## config.mk

```make
export PLATFORM = sky130hd
export DESIGN_NAME = process_table_lifecycle_engine_unit
export DESIGN_NICKNAME = d
export VERILOG_FILES = /design/src/ptle_pkg.sv /design/src/process_table_lifecycle_engine_unit.sv /design/src/ptle_cell.sv /design/src/ptle_ctrl.sv
export SDC_FILE = /design/constraint.sdc
export NUM_CORES = 2
export LEC_CHECK = 0
export BUFFER_PORTS_ARGS = -buffer_cell sky130_fd_sc_hd__clkbuf_2
export CORE_UTILIZATION = 50
export DETAILED_ROUTE_END_ITERATION = 12
export PLACE_DENSITY_LB_ADDON = 0.15
export SETUP_SLACK_MARGIN = 0.1
export SYNTH_ARGS = -nofsm -noshare
export SYNTH_HDL_FRONTEND = slang
export SYNTH_SLANG_ARGS = --single-unit
```

## constraint.sdc

```tcl
create_clock -name clock -period 110.7 [get_ports clock]
set_input_delay 11.07 -clock clock [delete_from_list [all_inputs] [get_ports clock]]
set_output_delay 11.07 -clock clock [all_outputs]
set_load 0.02 [all_outputs]
```

## src/ptle_pkg.sv

```systemverilog
// shared constants and types for the process table lifecycle engine
package ptle_pkg;

   localparam int DEF_TABLE_DEPTH = 64;
   localparam int DEF_PID_BITS    = 16;
   localparam int STATUS_BITS     = 16;

   typedef enum logic [1:0] {
      REQ_FORK = 2'd0,
      REQ_EXIT = 2'd1,
      REQ_WAIT = 2'd2,
      REQ_KILL = 2'd3
   } req_kind_type;

   typedef enum logic [1:0] {
      LIFE_RUN    = 2'd0,
      LIFE_WAIT   = 2'd1,
      LIFE_ZOMBIE = 2'd2
   } life_type;

   typedef enum logic [2:0] {
      OUT_OK        = 3'd0,
      OUT_FULL      = 3'd1,
      OUT_NO_PARENT = 3'd2,
      OUT_NOT_FOUND = 3'd3,
      OUT_EXITED    = 3'd4,
      OUT_NO_CHILD  = 3'd5,
      OUT_BLOCK     = 3'd6,
      OUT_PIDS_GONE = 3'd7
   } outcome_type;

endpackage

```

## src/process_table_lifecycle_engine_unit.sv

```systemverilog
// Process table lifecycle engine, top level. The table lives in a ring of
// TABLE_DEPTH entry cells that rotates one place per cycle while a request
// is scanned or applied; a request takes one full rotation to scan (lookups,
// child match) and, when the table changes, a second rotation to rewrite it,
// during which a reaped entry is closed up by taking each later entry from
// the second cell. One request is in flight at a time.
module process_table_lifecycle_engine_unit
   import ptle_pkg::*;
#(
   parameter int TABLE_DEPTH = DEF_TABLE_DEPTH,
   parameter int PID_BITS    = DEF_PID_BITS,
   localparam int CW = $clog2(TABLE_DEPTH + 1)
) (
   input  logic                          clock,
   input  logic                          reset,
   input  logic                          req_valid,
   output logic                          req_ready,
   input  logic [1:0]                    req_type,
   input  logic [PID_BITS-1:0]           req_target_pid,
   input  logic signed [PID_BITS:0]      req_wanted_child,
   input  logic signed [STATUS_BITS-1:0] req_exit_code,
   output logic                          rsp_valid,
   input  logic                          rsp_ready,
   output logic [2:0]                    rsp_outcome,
   output logic [PID_BITS-1:0]           rsp_pid_out,
   output logic signed [STATUS_BITS-1:0] rsp_reaped_status,
   output logic [CW-1:0]                 rsp_live_entries
);

   logic                          shift_en;
   logic [PID_BITS-1:0]           c_pid    [TABLE_DEPTH+1];
   logic [PID_BITS-1:0]           c_parent [TABLE_DEPTH+1];
   life_type                      c_life   [TABLE_DEPTH+1];
   logic signed [STATUS_BITS-1:0] c_exit   [TABLE_DEPTH+1];

   ptle_ctrl #(
      .TABLE_DEPTH (TABLE_DEPTH),
      .PID_BITS    (PID_BITS)
   ) u_ctrl (
      .clock             (clock),
      .reset             (reset),
      .req_valid         (req_valid),
      .req_ready         (req_ready),
      .req_type          (req_type),
      .req_target_pid    (req_target_pid),
      .req_wanted_child  (req_wanted_child),
      .req_exit_code     (req_exit_code),
      .rsp_valid         (rsp_valid),
      .rsp_ready         (rsp_ready),
      .rsp_outcome       (rsp_outcome),
      .rsp_pid_out       (rsp_pid_out),
      .rsp_reaped_status (rsp_reaped_status),
      .rsp_live_entries  (rsp_live_entries),
      .shift_en          (shift_en),
      .head_pid          (c_pid[0]),
      .head_parent       (c_parent[0]),
      .head_life         (c_life[0]),
      .head_exit         (c_exit[0]),
      .second_pid        (c_pid[1]),
      .next_parent       (c_parent[1]),
      .next_life         (c_life[1]),
      .next_exit         (c_exit[1]),
      .tail_pid          (c_pid[TABLE_DEPTH]),
      .tail_parent       (c_parent[TABLE_DEPTH]),
      .tail_life         (c_life[TABLE_DEPTH]),
      .tail_exit         (c_exit[TABLE_DEPTH])
   );

   for (genvar i = 0; i < TABLE_DEPTH; i++) begin : g_cell
      ptle_cell #(
         .PID_BITS  (PID_BITS),
         .INIT_HOLD (i == 0)
      ) u_cell (
         .clock      (clock),
         .reset      (reset),
         .shift_en   (shift_en),
         .pid_in     (c_pid[i+1]),
         .parent_in  (c_parent[i+1]),
         .life_in    (c_life[i+1]),
         .exit_in    (c_exit[i+1]),
         .pid_out    (c_pid[i]),
         .parent_out (c_parent[i]),
         .life_out   (c_life[i]),
         .exit_out   (c_exit[i])
      );
   end

endmodule

```

## src/ptle_cell.sv

```systemverilog
// one table entry in the rotating chain
module ptle_cell
   import ptle_pkg::*;
#(
   parameter int PID_BITS  = DEF_PID_BITS,
   parameter bit INIT_HOLD = 1'b0
) (
   input  logic                          clock,
   input  logic                          reset,
   input  logic                          shift_en,
   input  logic [PID_BITS-1:0]           pid_in,
   input  logic [PID_BITS-1:0]           parent_in,
   input  life_type                      life_in,
   input  logic signed [STATUS_BITS-1:0] exit_in,
   output logic [PID_BITS-1:0]           pid_out,
   output logic [PID_BITS-1:0]           parent_out,
   output life_type                      life_out,
   output logic signed [STATUS_BITS-1:0] exit_out
);

   logic [PID_BITS-1:0]           pid_ff;
   logic [PID_BITS-1:0]           parent_ff;
   life_type                      life_ff;
   logic signed [STATUS_BITS-1:0] exit_ff;

   always_ff @(posedge clock) begin
      if (INIT_HOLD && reset) begin
         pid_ff    <= PID_BITS'(1);
         parent_ff <= '0;
         life_ff   <= LIFE_RUN;
         exit_ff   <= '1;
      end else if (shift_en) begin
         pid_ff    <= pid_in;
         parent_ff <= parent_in;
         life_ff   <= life_in;
         exit_ff   <= exit_in;
      end
   end

   assign pid_out    = pid_ff;
   assign parent_out = parent_ff;
   assign life_out   = life_ff;
   assign exit_out   = exit_ff;

endmodule

```

## src/ptle_ctrl.sv

```systemverilog
// request sequencer: scan pass over the chain, then an update pass when the table changes
module ptle_ctrl
   import ptle_pkg::*;
#(
   parameter int TABLE_DEPTH = DEF_TABLE_DEPTH,
   parameter int PID_BITS    = DEF_PID_BITS,
   localparam int IW = $clog2(TABLE_DEPTH),
   localparam int CW = $clog2(TABLE_DEPTH + 1)
) (
   input  logic                          clock,
   input  logic                          reset,
   input  logic                          req_valid,
   output logic                          req_ready,
   input  logic [1:0]                    req_type,
   input  logic [PID_BITS-1:0]           req_target_pid,
   input  logic signed [PID_BITS:0]      req_wanted_child,
   input  logic signed [STATUS_BITS-1:0] req_exit_code,
   output logic                          rsp_valid,
   input  logic                          rsp_ready,
   output logic [2:0]                    rsp_outcome,
   output logic [PID_BITS-1:0]           rsp_pid_out,
   output logic signed [STATUS_BITS-1:0] rsp_reaped_status,
   output logic [CW-1:0]                 rsp_live_entries,
   output logic                          shift_en,
   input  logic [PID_BITS-1:0]           head_pid,
   input  logic [PID_BITS-1:0]           head_parent,
   input  life_type                      head_life,
   input  logic signed [STATUS_BITS-1:0] head_exit,
   input  logic [PID_BITS-1:0]           second_pid,
   input  logic [PID_BITS-1:0]           next_parent,
   input  life_type                      next_life,
   input  logic signed [STATUS_BITS-1:0] next_exit,
   output logic [PID_BITS-1:0]           tail_pid,
   output logic [PID_BITS-1:0]           tail_parent,
   output life_type                      tail_life,
   output logic signed [STATUS_BITS-1:0] tail_exit
);

   typedef enum logic [2:0] {
      ST_IDLE, ST_SCAN, ST_DECIDE, ST_APPLY, ST_RESP
   } state_type;

   localparam logic [IW-1:0] LAST_IDX = IW'(TABLE_DEPTH - 1);

   state_type                     state_ff;
   logic [IW-1:0]                 idx_ff;
   logic [CW-1:0]                 count_ff;
   logic [PID_BITS:0]             next_id_ff;
   req_kind_type                  kind_ff;
   logic [PID_BITS-1:0]           target_ff;
   logic signed [PID_BITS:0]      wanted_ff;
   logic signed [STATUS_BITS-1:0] code_ff;
   logic                          pfound_ff;
   logic [IW-1:0]                 pidx_ff;
   life_type                      plife_ff;
   logic                          matched_ff;
   logic                          found_ff;
   logic [IW-1:0]                 fidx_ff;
   logic [PID_BITS-1:0]           fpid_ff;
   logic signed [STATUS_BITS-1:0] fstat_ff;
   logic                          app_ff;
   logic                          mod_ff;
   logic                          del_ff;
   logic [IW-1:0]                 aidx_ff;
   life_type                      mlife_ff;
   logic                          mexit_ff;
   logic [2:0]                    outcome_ff;
   logic [PID_BITS-1:0]           pid_out_ff;
   logic signed [STATUS_BITS-1:0] status_ff;

   state_type                     state_in;
   logic [CW-1:0]                 count_in;
   logic [PID_BITS:0]             next_id_in;
   logic                          app_in;
   logic                          mod_in;
   logic                          del_in;
   logic [IW-1:0]                 aidx_in;
   life_type                      mlife_in;
   logic                          mexit_in;
   logic [2:0]                    outcome_in;
   logic [PID_BITS-1:0]           pid_out_in;
   logic signed [STATUS_BITS-1:0] status_in;

   logic in_range;
   logic want_ok;
   logic use_next;

   assign in_range = CW'(idx_ff) < count_ff;
   assign want_ok  = (wanted_ff == '1) ||
                     (!wanted_ff[PID_BITS] && (wanted_ff[PID_BITS-1:0] == head_pid));
   assign use_next = (state_ff == ST_APPLY) && del_ff && (idx_ff >= fidx_ff);

   assign req_ready         = (state_ff == ST_IDLE);
   assign rsp_valid         = (state_ff == ST_RESP);
   assign rsp_outcome       = outcome_ff;
   assign rsp_pid_out       = pid_out_ff;
   assign rsp_reaped_status = status_ff;
   assign rsp_live_entries  = count_ff;
   assign shift_en          = (state_ff == ST_SCAN) || (state_ff == ST_APPLY);

   always_comb begin
      tail_pid    = use_next ? second_pid  : head_pid;
      tail_parent = use_next ? next_parent : head_parent;
      tail_life   = use_next ? next_life   : head_life;
      tail_exit   = use_next ? next_exit   : head_exit;
      if ((state_ff == ST_APPLY) && (idx_ff == aidx_ff)) begin
         if (app_ff) begin
            tail_pid    = pid_out_ff;
            tail_parent = target_ff;
            tail_life   = LIFE_RUN;
            tail_exit   = '1;
         end
         if (mod_ff) begin
            tail_life = mlife_ff;
            if (mexit_ff) begin
               tail_exit = code_ff;
            end
         end
      end
   end

   // decision taken after the scan pass
   always_comb begin
      state_in   = ST_RESP;
      count_in   = count_ff;
      next_id_in = next_id_ff;
      app_in     = 1'b0;
      mod_in     = 1'b0;
      del_in     = 1'b0;
      mexit_in   = 1'b0;
      mlife_in   = LIFE_ZOMBIE;
      aidx_in    = pidx_ff;
      outcome_in = OUT_OK;
      pid_out_in = '0;
      status_in  = '0;
      case (kind_ff)
         REQ_FORK: begin
            if (count_ff >= CW'(TABLE_DEPTH)) begin
               outcome_in = OUT_FULL;
            end else if (!pfound_ff) begin
               outcome_in = OUT_NO_PARENT;
            end else if (next_id_ff[PID_BITS]) begin
               outcome_in = OUT_PIDS_GONE;
            end else begin
               outcome_in = OUT_OK;
               pid_out_in = next_id_ff[PID_BITS-1:0];
               next_id_in = next_id_ff + 1'b1;
               app_in     = 1'b1;
               aidx_in    = count_ff[IW-1:0];
               count_in   = count_ff + 1'b1;
               state_in   = ST_APPLY;
            end
         end
         REQ_WAIT: begin
            if (!pfound_ff) begin
               outcome_in = OUT_NO_PARENT;
            end else if (!matched_ff) begin
               outcome_in = OUT_NO_CHILD;
            end else if (!found_ff) begin
               outcome_in = OUT_BLOCK;
               if (plife_ff == LIFE_RUN) begin
                  mod_in   = 1'b1;
                  mlife_in = LIFE_WAIT;
                  state_in = ST_APPLY;
               end
            end else begin
               outcome_in = OUT_OK;
               pid_out_in = fpid_ff;
               status_in  = fstat_ff;
               mod_in     = 1'b1;
               mlife_in   = (plife_ff == LIFE_WAIT) ? LIFE_RUN : plife_ff;
               del_in     = 1'b1;
               count_in   = count_ff - 1'b1;
               state_in   = ST_APPLY;
            end
         end
         default: begin
            if (!pfound_ff) begin
               outcome_in = OUT_NOT_FOUND;
            end else if (plife_ff == LIFE_ZOMBIE) begin
               outcome_in = OUT_EXITED;
            end else begin
               outcome_in = OUT_OK;
               mod_in     = 1'b1;
               mexit_in   = 1'b1;
               state_in   = ST_APPLY;
            end
         end
      endcase
   end

   always_ff @(posedge clock) begin
      if (reset) begin
         state_ff   <= ST_IDLE;
         count_ff   <= CW'(1);
         next_id_ff <= (PID_BITS+1)'(2);
         idx_ff     <= '0;
      end else begin
         case (state_ff)
            ST_IDLE: begin
               if (req_valid) begin
                  kind_ff    <= req_kind_type'(req_type);
                  target_ff  <= req_target_pid;
                  wanted_ff  <= req_wanted_child;
                  code_ff    <= (req_type == REQ_KILL) ? '1 : req_exit_code;
                  idx_ff     <= '0;
                  pfound_ff  <= 1'b0;
                  matched_ff <= 1'b0;
                  found_ff   <= 1'b0;
                  state_ff   <= ST_SCAN;
               end
            end
            ST_SCAN: begin
               if (in_range) begin
                  if (!pfound_ff && (head_pid == target_ff)) begin
                     pfound_ff <= 1'b1;
                     pidx_ff   <= idx_ff;
                     plife_ff  <= head_life;
                  end
                  if ((kind_ff == REQ_WAIT) && (head_parent == target_ff) && want_ok &&
                      !found_ff) begin
                     matched_ff <= 1'b1;
                     if (head_life == LIFE_ZOMBIE) begin
                        found_ff <= 1'b1;
                        fidx_ff  <= idx_ff;
                        fpid_ff  <= head_pid;
                        fstat_ff <= head_exit;
                     end
                  end
               end
               if (idx_ff == LAST_IDX) begin
                  idx_ff   <= '0;
                  state_ff <= ST_DECIDE;
               end else begin
                  idx_ff <= idx_ff + 1'b1;
               end
            end
            ST_DECIDE: begin
               app_ff     <= app_in;
               mod_ff     <= mod_in;
               del_ff     <= del_in;
               mexit_ff   <= mexit_in;
               mlife_ff   <= mlife_in;
               aidx_ff    <= aidx_in;
               outcome_ff <= outcome_in;
               pid_out_ff <= pid_out_in;
               status_ff  <= status_in;
               count_ff   <= count_in;
               next_id_ff <= next_id_in;
               state_ff   <= state_in;
            end
            ST_APPLY: begin
               if (idx_ff == LAST_IDX) begin
                  idx_ff   <= '0;
                  state_ff <= ST_RESP;
               end else begin
                  idx_ff <= idx_ff + 1'b1;
               end
            end
            ST_RESP: begin
               if (rsp_ready) begin
                  state_ff <= ST_IDLE;
               end
            end
            default: begin
               state_ff <= ST_IDLE;
            end
         endcase
      end
   end

endmodule

```

# --- Yosys cells after proc, flatten, opt, wreduce, memory -nomap -nowiden ---
# Cells that the tools add are included.
classes:
  n_mux: 84
  bitwise_logic: 5
  n_reduce_logical: 36
  magnitude_cmp: 3
  n_div: 0
  addsub: 4
  n_shift: 0
  mul: 0
  eq_ne: 29
ops:
  columns: ["operator", "count"]
  rows:
  - ["16-bit 2-to-1 mux", 17]
  - ["3-bit 2-to-1 mux", 21]
  - ["16-bit == test", 3]
  - ["7-bit 2-to-1 mux", 6]
  - ["6-bit 2-to-1 mux", 6]
  - ["16-bit one-hot mux with 2 select lines", 1]
  - ["5-bit AND reduction", 4]
  - ["17-bit by 1-bit adder with 17-bit output, second input constant", 1]
  - ["17-bit == test, second input constant", 1]
  - ["17-bit 2-to-1 mux", 1]
  - ["1-bit 2-to-1 mux", 16]
  - ["2-bit inequality test, second input constant", 8]
  - ["4-bit AND reduction", 4]
  - ["3-bit one-hot mux with 5 select lines", 1]
  - ["2-bit 2-to-1 mux", 7]
  - ["7-bit one-hot mux with 2 select lines", 1]
  - ["2-bit by 1-bit inequality test with 1-bit output, second input constant", 6]
  - ["3-bit one-hot mux with 2 select lines", 2]
  - ["6-bit one-hot mux with 2 select lines", 1]
  - ["2-bit == test, second input constant", 4]
  - ["1-bit logical AND", 8]
  - ["1-bit one-hot mux with 2 select lines", 4]
  - ["8-bit AND reduction", 1]
  - ["7-bit by 1-bit adder with 7-bit output, second input constant", 1]
  - ["22 further kinds", 36]
word_totals:
  ff_bits: 3380
  mem_bits_ro: 0
  latch_bits: 0
  mem_count: 0
  out_inout_bits: 44
  input_bits: 55
  ram_bits: 0
  elab_cells: 443

# --- Longest topological paths before layout ---
logic_depth:
  depth_word: 8
  depth_mapped: 10
  depth_no_buf: 9

# --- Cells and area by module ---
# A second synthesis with hierarchy kept.
hier_totals:
  hier_cells: 4073
  area_unflattened_um2: 105210.9
modules_own_cells:
  columns: ["module", "seq_area_each_um2", "area_each_um2", "n_inst", "cells_per_inst"]
  rows:
  - ["ptle_cell (g_cell[10].u_cell ...)", 1501.4, 1501.4, 63, 50]
  - ["ptle_ctrl", 5074.9, 8784.7, 1, 760]
  - ["ptle_cell (g_cell[0].u_cell)", 1001.0, 1835.5, 1, 163]

# --- Worst setup path before layout ---
# Ideal clock, no wire load.
synth_path:
  kind: "reg2reg"
  start: "reg u_ctrl.state_ff[2]"
  end: "reg g_cell[10].u_cell.exit_ff[0], enable pin"
  required_ps: 105972
  n_path_buf: 2
  setup_slack_ps: 20540
  period_less_slack_ps: 90160
  stages_incl_launch_ff: 5
  setup_time_ps: 4728
  t_arrival_ps: 85432
  path_cell_list: "dfxtp_1 -> nand2b_2 -> inv_2 -> clkbuf_1 -> buf_1"
synth_between:
  elab_chain_len: 2
  elab_cells_between_ends: 3
  cone_classes: "eq/ne: 2; reduce/logical: 1"
synth_lines:
  columns: ["item", "line_no", "rtl"]
  rows:
  - ["start, declared", "ptle_ctrl.sv:45", "state_type state_ff;"]
  - ["start signal, assigned", "ptle_ctrl.sv:250", "state_ff <= state_in;"]
  - ["3-bit by 1-bit == test with 1-bit output / 3-bit by 2-bit == test with 1-bit output (equally long branches)", "ptle_ctrl.sv:99", "assign shift_en = (state_ff == ST_SCAN) || (state_ff == ST_APPLY);"]
  - ["1-bit logical OR *", "ptle_ctrl.sv:99", null]
  - ["named net g_cell[0].u_cell.shift_en", "ptle_cell.sv:10", "input logic shift_en,"]
  - ["end signal, assigned", "ptle_cell.sv:36", "exit_ff <= exit_in;"]
  - ["end, declared", "ptle_cell.sv:24", "logic signed [STATUS_BITS-1:0] exit_ff;"]
# Mark *: on every way through the listed nets, which the timed path passes. The rest lies on a longest branch.
# A chain may end at the register's enable or synchronous reset.

# --- Final worst setup path ---
layout_path:
  start: "reg u_ctrl.state_ff[1]"
  end: "out req_ready"
layout_between:
  elab_chain_len: 1
layout_lines:
  columns: ["item", "line_no", "rtl"]
  rows:
  - ["3-bit logical NOT", "ptle_ctrl.sv:93", "assign req_ready = (state_ff == ST_IDLE);"]
  - ["end, declared", "process_table_lifecycle_engine_unit.sv:17", "output logic req_ready,"]
# No other way between the ends.

==> results.json <==
{
  "netlist_instances": 4128,
  "start_util_pct": 50.52,
  "die_y_um": 460.5,
  "setup.worst_path.class": "flop to output port",
  "routedWlPerCell_um": 19.43,
  "ant_nets": 0,
  "layout.nets": 4634,
  "slew_headroom_pct": 25.08,
  "row_count": 167,
  "cts_num_sinks": 3380,
  "syn_area_per_cell_um2": 25.47,
  "critPathMaxFanout": 12,
  "setup_tns_ns": 0,
  "worstSetupStartpointType": "flop",
  "synth.largest_area_cell": "edfxtp_1",
  "clkLatencyLatePin_ns": 0.92,
  "maxCapViolCount": 0,
  "p_sw_share_pct": 20.66,
  "fin_skew_ns": 0.04988,
  "cts_tree": "built",
  "fin_ws_ns": 97.58,
  "switchingPower_w": 0.0005898,
  "fp.dieArea_um2": 212100,
  "multi_input_area_um2": 4154,
  "clock_power_share_pct": 37.8,
  "cp_cell_sequence": "nor3_1, clkbuf_2",
  "drc": 0,
  "h-tree-depth": 5,
  "dp_slack_ns": 97.48,
  "mostFrequentLayoutCell": "edfxtp_1",
  "end_kind": "output port",
  "p_comb_share_pct": 4.1,
  "seqPwrFrac_pct": 58.1,
  "first_global_vias": 36760,
  "ctsHoldBuffers": 0,
  "p_int_w": 0.002265,
  "powerDensity_nw_per_um2": 23.85,
  "finalWirelength_um": 147600,
  "synth.net_count": 4202,
  "status": "completed",
  "synth_edf_count": 3297,
  "drive_gt1_share_pct": 12.47,
  "drt_iter0_drc": 3733,
  "synth_top_area_share_pct": 94.17,
  "drt_pass1_iterations": 5,
  "hold_viol_final": 0,
  "slowest_stage": "dfxtp_1",
  "tightest_slew_ns": 1.124,
  "vias_per_cell": 4.978,
  "path_clk_slew_ns": 0.06,
  "p_leak_nw": 36.71,
  "cp_slowest_stage_delay_ns": 0.43,
  "yosysUniqueCellTypes": 60,
  "grt_pass1_wl_um": 227200,
  "yosysSeqAreaShare_pct": 95.75,
  "worst-endpoint-arrival_ns": 2.05,
  "regArea_um2": 100700,
  "antenna_found_initial": 4,
  "synthToLayoutAreaGrowth_pct": 13.86,
  "timing.fmax_mhz": 76.20,
  "synth_area_leaders": "edfxtp_1, dfxtp_1, mux2i_1, nand2_1, a21oi_1",
  "hold_class": "flop to flop",
  "core_um2": 208100,
  "grt.overflow.total": 0,
  "ys_ff_latch": 3380,
  "cts_buffer_depth": 4,
  "die_w_um": 460.5,
  "gp_congestion": 0.7776,
  "cts-root-buf": "clkbuf_16",
  "dr_total_vias": 37810,
  "finalMaxSlewViolations": 0,
  "fillers": 14920,
  "fin_crit_sh_pct": 11.85,
  "finalSetupViolations": 0,
  "yosysWarnings": 0,
  "synth_ff_type": "edfxtp_1",
  "place.detailed.hpwl_um": 77520,
  "cts.repair.resized": 0,
  "ios": 99,
  "grt_max_degree": 204,
  "vdd_drop_max_mv": 0.01741,
  "period_minus_slack_ns": 13.12,
  "cts_made_buffers": 339,
  "io_buffers": 98,
  "crit_required_ns": 99.63,
  "netlist_area_um2": 105100,
  "track_usage_pct": 14.24,
  "final_cell_mix": "edfxtp_1, clkbuf_16, nand2_1",
  "synthArstFlopShare_pct": 0,
  "rsz0062_at_grt": "false",
  "postCtsSetupBuffers": 0
}
[registers in the layout, indices dropped and copies added, names as in the netlist, 16 cells and up]
name / count
g_cell.u_cell.exit_out: 1024
g_cell.u_cell.parent_out: 1024
g_cell.u_cell.pid_out: 1024
g_cell.u_cell.life_out: 128
u_ctrl.next_id_ff: 17
u_ctrl.wanted_ff: 17
u_ctrl.code_ff: 16
u_ctrl.fpid_ff: 16
u_ctrl.fstat_ff: 16
u_ctrl.rsp_pid_out: 16
u_ctrl.rsp_reaped_status: 16
u_ctrl.target_ff: 16
[logic make-up after synthesis]
logic type | synth area share, %
buffers and inverters | 0.3178
adder cells (fa/ha/maj) | 0.2333
multiplexers | 0.5439
flip-flops | 95.75
AO/OA/AOI/OAI | 0.8867
XOR/XNOR | 0.5832
AND/OR/NAND/NOR | 1.681
[layout make-up]
cell class                      count  share of cell area, %
Multi-Input combinational cell    675                  3.470
Clock inverter                    156                  1.180
Timing Repair Buffer              141                 0.7233
Tap cell                         2788                  2.914
Clock buffer                      430                  7.531
Antenna cell                        2               0.004181
Inverter                           23                0.07840
Sequential cell                  3380                  84.10
[metal layers]
metal	global-route usage (%)	vias up	routed length, µm
met3	2.729	383	6186
met2	19.65	662	64650
li1	-	17290	-
met1	21.97	19470	70550
met5	0	-	0
met4	6.668	0	6171
[worst max-delay path, delay by kind of cell (launching register included)]
| family | cells | cell delay [ns] |
|---|---|---|
| DFF | 1 | 0.43 |
| and+or+nand+nor | 1 | 0.41 |
| buffers and inverters | 1 | 0.31 |
[cells in the mapped netlist (2+ instances only)]
| master | count |
|---|---|
| nor2b_1 | 6 |
| nand2b_1 | 19 |
| dfxtp_1 | 83 |
| buf_6 | 6 |
| and2_1 | 2 |
| inv_1 | 22 |
| a22oi_1 | 2 |
| clkbuf_1 | 26 |
| nand3b_1 | 19 |
| a2111oi_0 | 2 |
| a221oi_1 | 3 |
| a21oi_1 | 103 |
| and3_1 | 19 |
| xnor2_1 | 26 |
| nand4_1 | 11 |
| o21ai_0 | 24 |
| nor3b_1 | 3 |
| nor2_1 | 88 |
| or3_1 | 5 |
| a211oi_1 | 4 |
| ha_1 | 18 |
| edfxtp_1 | 3297 |
| nor3_1 | 13 |
| nand2_1 | 139 |
| nand3_1 | 17 |
| nor4_1 | 10 |
| nand4b_1 | 2 |
| a21o_1 | 4 |
| buf_2 | 8 |
| buf_1 | 8 |
| a22o_1 | 12 |
| mux2i_1 | 56 |
| xor2_1 | 44 |
[path summary, 6_finish.rpt]
check / start / slack (ns) / to / depth (start not counted)
max: u_ctrl.state_ff[1] / 97.58 / req_ready / 2
min: g_cell[41].u_cell.parent_out[13] / 0.37 / g_cell[40].u_cell.parent_out[13] / 0
max reg2reg: u_ctrl.state_ff[2] / 104.54 / g_cell[57].u_cell.exit_out[12] / 7
min reg2reg: g_cell[41].u_cell.parent_out[13] / 0.37 / g_cell[40].u_cell.parent_out[13] / 0
[through the flow]
stage | cell area [µm²] | power, W | cells | utilization, % | hold WS (ns)
floorplan | 105100 | 0.002590 | 4128 | - | 0.4003
global placement | 109300 | 0.001799 | 7007 | 52.50 | 0.4004
detailed placement | 109300 | 0.001805 | 7007 | 52.50 | 0.4045
CTS | 119700 | 0.002898 | 7593 | 57.51 | 0.3685
global route | 119700 | 0.002964 | 7593 | 57.51 | 0.3716
finish | 119700 | 0.002855 | 7595 | 57.52 | 0.3673
[power groups by stage]
stage,registers [W],clock network (W),logic [W]
6_report,0.00166,0.00108,0.000117
5_1_grt,0.00167,0.00116,0.000130
4_1_cts,0.00166,0.00112,0.000120
3_5_place_dp,0.00168,0,0.000121
3_3_place_gp,0.00168,0,0.000117
2_1_floorplan,0.00250,0,0.0000870
Power figures use the tool's default switching activity.
